==> config.mk <==
export PLATFORM = sky130hd
export DESIGN_NAME = mmkv_cell
export DESIGN_NICKNAME = d
export VERILOG_FILES = /design/src/hw/rtl/mmkv_pkg.sv /design/src/hw/rtl/mmkv_cell.sv
export SDC_FILE = /design/constraint.sdc
export NUM_CORES = 1
export LEC_CHECK = 0
export BUFFER_PORTS_ARGS = -buffer_cell sky130_fd_sc_hd__buf_4
export CAP_MARGIN = 20
export CORE_MARGIN = 2
export CORE_UTILIZATION = 45
export CTS_CLUSTER_DIAMETER = 200
export CTS_CLUSTER_SIZE = 20
export DETAILED_ROUTE_END_ITERATION = 10
export PLACE_DENSITY = 0.77
export SKIP_LAST_GASP = 1
export SLEW_MARGIN = 20
export SYNTH_ARGS = -nofsm -noshare
export SYNTH_HDL_FRONTEND = slang
export SYNTH_SLANG_ARGS = --single-unit
==> constraint.sdc <==
create_clock -name clk -period 4.5 [get_ports clk]
set_clock_uncertainty 0.05 [all_clocks]
set_input_delay 1.35 -clock clk [delete_from_list [all_inputs] [get_ports clk]]
set_output_delay 1.35 -clock clk [all_outputs]
set_load 0.05 [all_outputs]
==> src/hw/rtl/mmkv_pkg.sv <==
`timescale 1ns / 1ps

package mmkv_pkg;

  localparam int DefCapacity = 64;
  localparam int DataW       = 32;

  typedef enum logic [1:0] {
    ST_IDLE,
    ST_ACK,
    ST_SCAN
  } mmkv_state_t;

  localparam logic FuncAppend = 1'b0;
  localparam logic FuncSearch = 1'b1;

  // per-cell control from the sequencer
  typedef struct packed {
    logic wr;     // capture the appended pair
    logic srch;   // compare against the search key, load scan stage
    logic shift;  // scan stage takes the neighbor's scan stage
  } mmkv_cell_ctl_t;

endpackage

==> src/hw/rtl/mmkv_cell.sv <==
`timescale 1ns / 1ps

module mmkv_cell import mmkv_pkg::*; (
  input  logic                    clk,
  input  mmkv_cell_ctl_t          ctl,
  input  logic signed [DataW-1:0] wr_key,
  input  logic signed [DataW-1:0] wr_value,
  input  logic signed [DataW-1:0] srch_key,
  input  logic                    nb_hit,
  input  logic signed [DataW-1:0] nb_value,
  output logic                    hit,
  output logic signed [DataW-1:0] scan_value
);

  logic signed [DataW-1:0] key_r;
  logic signed [DataW-1:0] value_r;
  logic                    hit_r;
  logic signed [DataW-1:0] sval_r;

  always_ff @(posedge clk) begin
    if (ctl.wr) begin
      key_r   <= wr_key;
      value_r <= wr_value;
    end
  end

  always_ff @(posedge clk) begin
    if (ctl.srch) begin
      hit_r  <= (key_r == srch_key);
      sval_r <= value_r;
    end else if (ctl.shift) begin
      hit_r  <= nb_hit;
      sval_r <= nb_value;
    end
  end

  assign hit        = hit_r;
  assign scan_value = sval_r;

endmodule
Yosys cells after proc, flatten, opt, wreduce, memory -nomap -nowiden

Index checks and enable logic that the tools add are counted.

Output and inout bits: 33
Bits in registers: 97
Input bits: 133
Logic and storage cells: 10

Eq/ne operators: 1
Reductions and logical operators: 1
Muxes and demuxes: 4

Operator list:

| kind                 | count |
|---|---|
| 32-bit two-way mux   | 2 |
| 32-bit equality test | 1 |
| 1-bit two-way mux    | 2 |
| 2-bit nonzero test   | 1 |

Depth between registers and ports, before layout

Gate-level depths: netlist of run 1.

Depth after elaboration: 2
Gate-level depth with buffers: 4
Depth with buffers taken out: 4

Least setup slack after synthesis of run 1

OpenSTA, ideal clock, no wires.

Path type: input -> register
From: in ctl[1] (netlist bit)
To: reg hit_r (netlist: hit) (enable)
Arrival: 2,212 ps
Library setup time: 375 ps
Slack: 1,863 ps
Stages: 3
Required time: 4,075 ps
Path through: buf_2 -> buf_2 -> or2_2

Longest elaborated chain between the ends: 1

Ends and longest elaborated chain:

| element                      | RTL line        | text |
|---|---|---|
| start: declaration           | mmkv_cell.sv:5  | `input mmkv_cell_ctl_t ctl,` |
| 2-bit nonzero test (no line) | -               |  |
| end signal: assignment       | mmkv_cell.sv:29 | `hit_r <= (key_r == srch_key);` |
| end signal: assignment       | mmkv_cell.sv:32 | `hit_r <= nb_hit;` |
| end: declaration             | mmkv_cell.sv:17 | `logic hit_r;` |

Every way passes these cells.
A chain may end at the register's enable or synchronous reset.

Worst setup path after layout of run 1

From: in ctl[1] (netlist bit)
To: reg sval_r[31] (netlist: scan_value[31]) (enable)

Longest elaborated chain between the ends: 1

Ends and longest elaborated chain:

| element                      | RTL line        | text |
|---|---|---|
| 2-bit nonzero test (no line) | -               |  |
| end signal: assignment       | mmkv_cell.sv:30 | `sval_r <= value_r;` |
| end signal: assignment       | mmkv_cell.sv:33 | `sval_r <= nb_value;` |
| end: declaration             | mmkv_cell.sv:18 | `logic signed [DataW-1:0] sval_r;` |

Every way passes these cells.

==> impl_metrics.env, run 1 <==
export IMPL_drt_iter0_markers=94
export IMPL_root_buffer="clkbuf_8"
export IMPL_cellPowerDensity_mw_per_mm2=386
export IMPL_initial_core_util=0.456
export IMPL_postCtsSetupRepairBufs=0
export IMPL_clk_latency_ns=0.34
export IMPL_fin_hold_ws_ns=0.502
export IMPL_synth_top_cell_area_share=0.790
export IMPL_finalHoldViolations=0
export IMPL_p_int_uw=1540
export IMPL_period_needed_ns=2.60
export IMPL_tritoncts="built"
export IMPL_die_area_mm2=0.00894
export IMPL_grtUsageTotal=0.163
export IMPL_final_max_slew_viol_count=0
export IMPL_path_delay_family="simple AND/OR/NAND/NOR gates"
export IMPL_hp_class="reg -> reg"
export IMPL_drc_errors=0
export IMPL_grt_start_max_net_pins=65
export IMPL_clockBufferDepth=2
export IMPL_multi_input_area_um2=756
export IMPL_status="finished, final reports clean"
export IMPL_ys_warnings_count=0
export IMPL_max_cap_violations=0
export IMPL_rr_startpoint="key_r[15]"
export IMPL_vias=2164
export IMPL_final_area_mm2=0.00525
export IMPL_synthesis_nets=312
export IMPL_grt_pass1_wl_um=10900
export IMPL_numCtsBuffers=9
export IMPL_dr_pass1_iters=4
export IMPL_yosysSeqAreaShare=0.790
export IMPL_syn_avg_cell_area_um2=20.6
export IMPL_hold_buffers=0
export IMPL_vdd_drop_max_v=0.000270
export IMPL_worstPathMaxFanout=35
export IMPL_worstMarginPinSlew_ns=0.808
export IMPL_die_y_um=94.5
export IMPL_cts_sinks=97
export IMPL_cpMaxStageDelayCell="or2_2"
export IMPL_tns_ns=0
export IMPL_path_buf_inv=1
export IMPL_leakage_uw=0.00213
export IMPL_rsz0062_at_grt="no"
export IMPL_synth_largest_area_cell="edfxtp_1"
export IMPL_hold_path_depth=1
export IMPL_whs_endpoint="scan_value[31]"
export IMPL_startpoint_type="input port"
export IMPL_htreeDepth=3
export IMPL_drive_gt1_frac=0.611
export IMPL_timing_fmax_mhz=385
export IMPL_rows=33
export IMPL_routed_via_density=4.70
export IMPL_drt_wirelength_per_cell_um=15.5
export IMPL_ant_nets=0
export IMPL_post_synth_instance_area_mm2=0.00369
export IMPL_antennaDiodeCount=0
export IMPL_antenna_found_initial=0
export IMPL_required_ns=4.41
export IMPL_place_hpwl_um=5220
export IMPL_setup_violations=0
export IMPL_grt_pass1_vias=2334
export IMPL_pwr_share_clk=0.289
export IMPL_placed_area_mm2=0.00504
export IMPL_p_sw_frac=0.239
export IMPL_synthTopCellsByArea="edfxtp_1 79%, mux2_2 9.8%, xor2_1 7.4%"
export IMPL_routed_wl_um=7140
export IMPL_reg2reg_setup_slack_ns=3.03
export IMPL_ff_latch_area_mm2=0.00291
export IMPL_combPwrFrac=0.163
export IMPL_dp_slack_ns=1.51
export IMPL_path_clk_slew_ns=0.08
export IMPL_p_sw_uw=482
export IMPL_postLayoutCoreUtil=0.648
export IMPL_die_w_um=94.5
export IMPL_core_area_mm2=0.00809
export IMPL_synthDistinctLibCells=13
export IMPL_reg2regPathDepth=4
export IMPL_num_io_pins=166
export IMPL_netlist_instances=179
export IMPL_r2r_end="hit"
export IMPL_period_share=0.577
export IMPL_area_growth_pct=42.2
export IMPL_cts_resized_gates=0
export IMPL_layout_nets=484
export IMPL_n_fill_cell=597
export IMPL_gp_congestion=0.797
export IMPL_worst_slack_ns=1.90
export IMPL_overflow=0
export IMPL_power_frac_seq=0.547
export IMPL_relSlewSlack=0.462
export IMPL_worst_ep_arrival_time_ns=2.51
export IMPL_hp_start="value_r[31]"
export IMPL_worstSetupPathType="in -> reg"
export IMPL_worstPathCellList="buf_4, or2_2"
export IMPL_io_buffer_count=165
export IMPL_cpPeakStageDelay_ns=0.74
export IMPL_setup_worst_path_end_class="flop"
export IMPL_ys_ff_latch=97
[metrics by stage]
| stage | total power (uW) | std cells |
|---|---|---|
| global route | 2110 | 460 |
| finish | 2020 | 460 |
| floorplan | 1300 | 179 |
| CTS | 2050 | 460 |
| global placement | 1450 | 445 |
| detailed placement | 1460 | 445 |
[sequential cells by signal, indices dropped and copies added (netlist names)]
name / flops
scan_value: 32
key_r: 32
hit: 1
value_r: 32
[cell families after synthesis]
| family | share of synthesized area |
|---|---|
| compound gates | 0.00339 |
| xor+xnor | 0.0760 |
| mux | 0.0977 |
| buf+inv | 0.00543 |
| flops | 0.790 |
| simple gates | 0.0278 |
[cell usage after synthesis]
cell / instances
mux2_2: 32
nand4_1: 1
nor4_2: 4
nand2b_1: 1
or2_2: 1
edfxtp_1: 97
buf_2: 4
xnor2_1: 1
o31ai_2: 1
nor3_1: 1
xor2_1: 31
nand3_1: 2
nor4_1: 3
[worst max path at each step]
stage / from / endpoint / slack (ns) / cells past startpoint
3_3_place_gp: ctl[1] / scan_value[11] / 1.57 / 2
5_1_grt: ctl[1] / scan_value[31] / 1.81 / 2
3_5_place_dp: ctl[1] / scan_value[8] / 1.51 / 2
4_1_cts: ctl[1] / scan_value[31] / 1.88 / 2
2_1_floorplan: ctl[1] / hit / 1.86 / 3
6_report: ctl[1] / scan_value[31] / 1.90 / 2
[final cells by class]
class                           count  share of cell area
Clock inverter                      6              0.0160
Sequential cell                    97               0.555
Tap cell                          105              0.0250
Clock buffer                        9              0.0236
Timing Repair Buffer              165               0.236
Multi-Input combinational cell     78               0.144
[placed cells by master, fill, tap and decap left out]
| cell | instances |
|---|---|
| bufinv_16 | 2 |
| clkinv_1 | 1 |
| clkbuf_8 | 9 |
| nor3_1 | 1 |
| nand3_1 | 2 |
| xnor2_1 | 1 |
| clkinvlp_4 | 2 |
| clkinv_2 | 1 |
| mux2_2 | 32 |
| edfxtp_1 | 97 |
| nand2b_1 | 1 |
| o31ai_2 | 1 |
| nor4_2 | 4 |
| nor4_1 | 3 |
| buf_4 | 165 |
| xor2_1 | 31 |
| or2_2 | 1 |
| nand4_1 | 1 |
[routing by layer]
metal	vias up	GRT usage	part of all wire
met5	-	0	0
met4	0	0.0713	0.028
met3	14	0.0527	0.085
met2	91	0.277	0.53
met1	1028	0.190	0.36
li1	1031	-	-
[power groups by stage]
stage          registers (uW)  clock network (uW)  logic [uW]
4_1_cts                  1110                 606         334
6_report                 1110                 585         330
2_1_floorplan            1230                   0        66.0
3_5_place_dp             1130                   0         333
3_3_place_gp             1130                   0         328
5_1_grt                  1120                 641         352
No activity file was read; power rests on OpenSTA's default activity.
==> run 2: changes to the inputs <==
CORE_UTILIZATION = 42   (was 45)
PLACE_DENSITY = 0.75   (was 0.77)
clock period = 2.3 ns   (was 4.5 ns; I/O delays follow)
==> run 2 against run 1 <==
  * Die area rose by 6.8%
  * Register-to-register slack lost 2.3 ns
  * Clock power up 86%
  * Combinational power up 99%
  * Via count increased by 1.7%
  * Sequential share of layout area decreased by 0.26 points
  * Highest routed layer unchanged
==> impl_metrics.env, run 2 (synthesis gave the netlist of run 1 again) <==
export IMPL_cellPowerDensity_mw_per_mm2=742
export IMPL_cts_sinks=97
export IMPL_gp_congestion=0.764
export IMPL_final_max_slew_viol_count=0
export IMPL_worstMarginPinSlew_ns=0.793
export IMPL_die_w_um=97.7
export IMPL_worst_ep_arrival_time_ns=0.97
export IMPL_drt_wirelength_per_cell_um=16.0
export IMPL_setup_violations=0
export IMPL_area_growth_pct=42.9
export IMPL_grt_start_max_net_pins=65
export IMPL_timing_fmax_mhz=586
export IMPL_n_fill_cell=669
export IMPL_ff_latch_area_mm2=0.00291
export IMPL_placedCellCount=451
export IMPL_dr_pass1_iters=4
export IMPL_drc_errors=0
export IMPL_hold_buffers=0
export IMPL_grt_pass1_wl_um=11800
export IMPL_leakage_uw=0.00215
export IMPL_cpPeakStageDelay_ns=0.40
export IMPL_cts_resized_gates=0
export IMPL_grt_pass1_vias=2448
export IMPL_hp_class="in -> reg"
export IMPL_antenna_found_initial=0
export IMPL_postCtsSetupRepairBufs=0
export IMPL_htreeDepth=3
export IMPL_path_delay_family="flip-flops"
export IMPL_antennaDiodeCount=0
export IMPL_die_y_um=97.7
export IMPL_path_clk_slew_ns=0.10
export IMPL_initial_core_util=0.427
export IMPL_tns_ns=0
export IMPL_layout_nets=487
export IMPL_required_ns=1.56
export IMPL_tritoncts="built"
export IMPL_overflow=0
export IMPL_clockBufferDepth=2
export IMPL_numCtsBuffers=9
export IMPL_worstSetupPathType="reg -> out"
export IMPL_final_cells=467
export IMPL_multi_input_area_um2=756
export IMPL_place_hpwl_um=5450
export IMPL_ant_nets=0
export IMPL_grtUsageTotal=0.162
export IMPL_path_buf_inv=1
export IMPL_clk_latency_ns=0.36
export IMPL_period_needed_ns=1.71
export IMPL_routed_via_density=4.71
export IMPL_placed_area_mm2=0.00508
export IMPL_drive_gt1_frac=0.618
export IMPL_io_buffer_count=165
export IMPL_vias=2201
export IMPL_total_power_uw=3910
export IMPL_root_buffer="clkbuf_8"
export IMPL_setup_worst_path_end_class="primary output"
export IMPL_drt_iter0_markers=67
export IMPL_relSlewSlack=0.471
export IMPL_max_cap_violations=0
export IMPL_layout_commonest_cell="buf_4"
export IMPL_startpoint_type="flop"
export IMPL_final_area_mm2=0.00527
export IMPL_routed_wl_um=7450
export IMPL_rsz0062_at_grt="no"
export IMPL_status="finished, final reports clean"
export IMPL_core_area_mm2=0.00864
export IMPL_postLayoutCoreUtil=0.610
export IMPL_vdd_drop_max_v=0.000369
export IMPL_num_io_pins=166
export IMPL_cpMaxStageDelayCell="edfxtp_1"
export IMPL_die_area_mm2=0.00955
export IMPL_finalHoldViolations=0
export IMPL_worstPathCellList="buf_4"
export IMPL_final_cell_mix="167 x buf_4, 97 x edfxtp_1, 32 x mux2_2, 31 x xor2_1, 9 x clkbuf_8"
export IMPL_worstPathMaxFanout=1
export IMPL_period_share=0.742
export IMPL_rows=34
[run 2: routing by layer]
| layer | up-vias | share of wire | global-route usage |
|---|---|---|---|
| li1 | 1038 | - | - |
| met1 | 1058 | 0.35 | 0.169 |
| met2 | 89 | 0.55 | 0.295 |
| met3 | 16 | 0.074 | 0.0468 |
| met4 | 0 | 0.029 | 0.0823 |
| met5 | - | 0 | 0 |
[run 2: worst reg2reg max path, delay by kind of cell, from the launching register on]
family / cells / cell delay, ns
simple gates: 2 / 0.50
flops: 1 / 0.40
compound gates: 1 / 0.28
xor+xnor: 1 / 0.16
[run 2: area by class of cell]
| cell class | count | area share |
|---|---|---|
| clock buffers | 9 | 0.0235 |
| clock inverters | 7 | 0.0133 |
| multi-input cells | 78 | 0.143 |
| flip-flops and latches | 97 | 0.553 |
| well taps | 108 | 0.0256 |
| repair buffers | 168 | 0.242 |
[run 2: stage by stage]
step                setup WS, ns  hold WS [ns]
finish                     0.594         0.444
detailed placement         0.307         0.480
CTS                        0.577         0.428
global route               0.558         0.424
global placement           0.323         0.475
floorplan                  0.323         0.473
[run 2: final timing paths]
path	start	endpoint	slack (ns)	cells past startpoint
setup / recovery	scan_value[8]	scan_value[8]	0.59	1
hold / removal	wr_value[3]	value_r[3]	0.44	1
setup reg to reg	key_r[16]	hit	0.74	4
hold reg to reg	value_r[7]	scan_value[7]	0.50	1
[run 2: report_power, final]
part	total [uW]	leakage [uW]	switching (uW)	internal, uW
clock	1090	0.0000994	588	503
sequential	2170	0.000963	46.1	2120
combinational	656	0.00109	358	298
total	3910	0.00215	992	2920
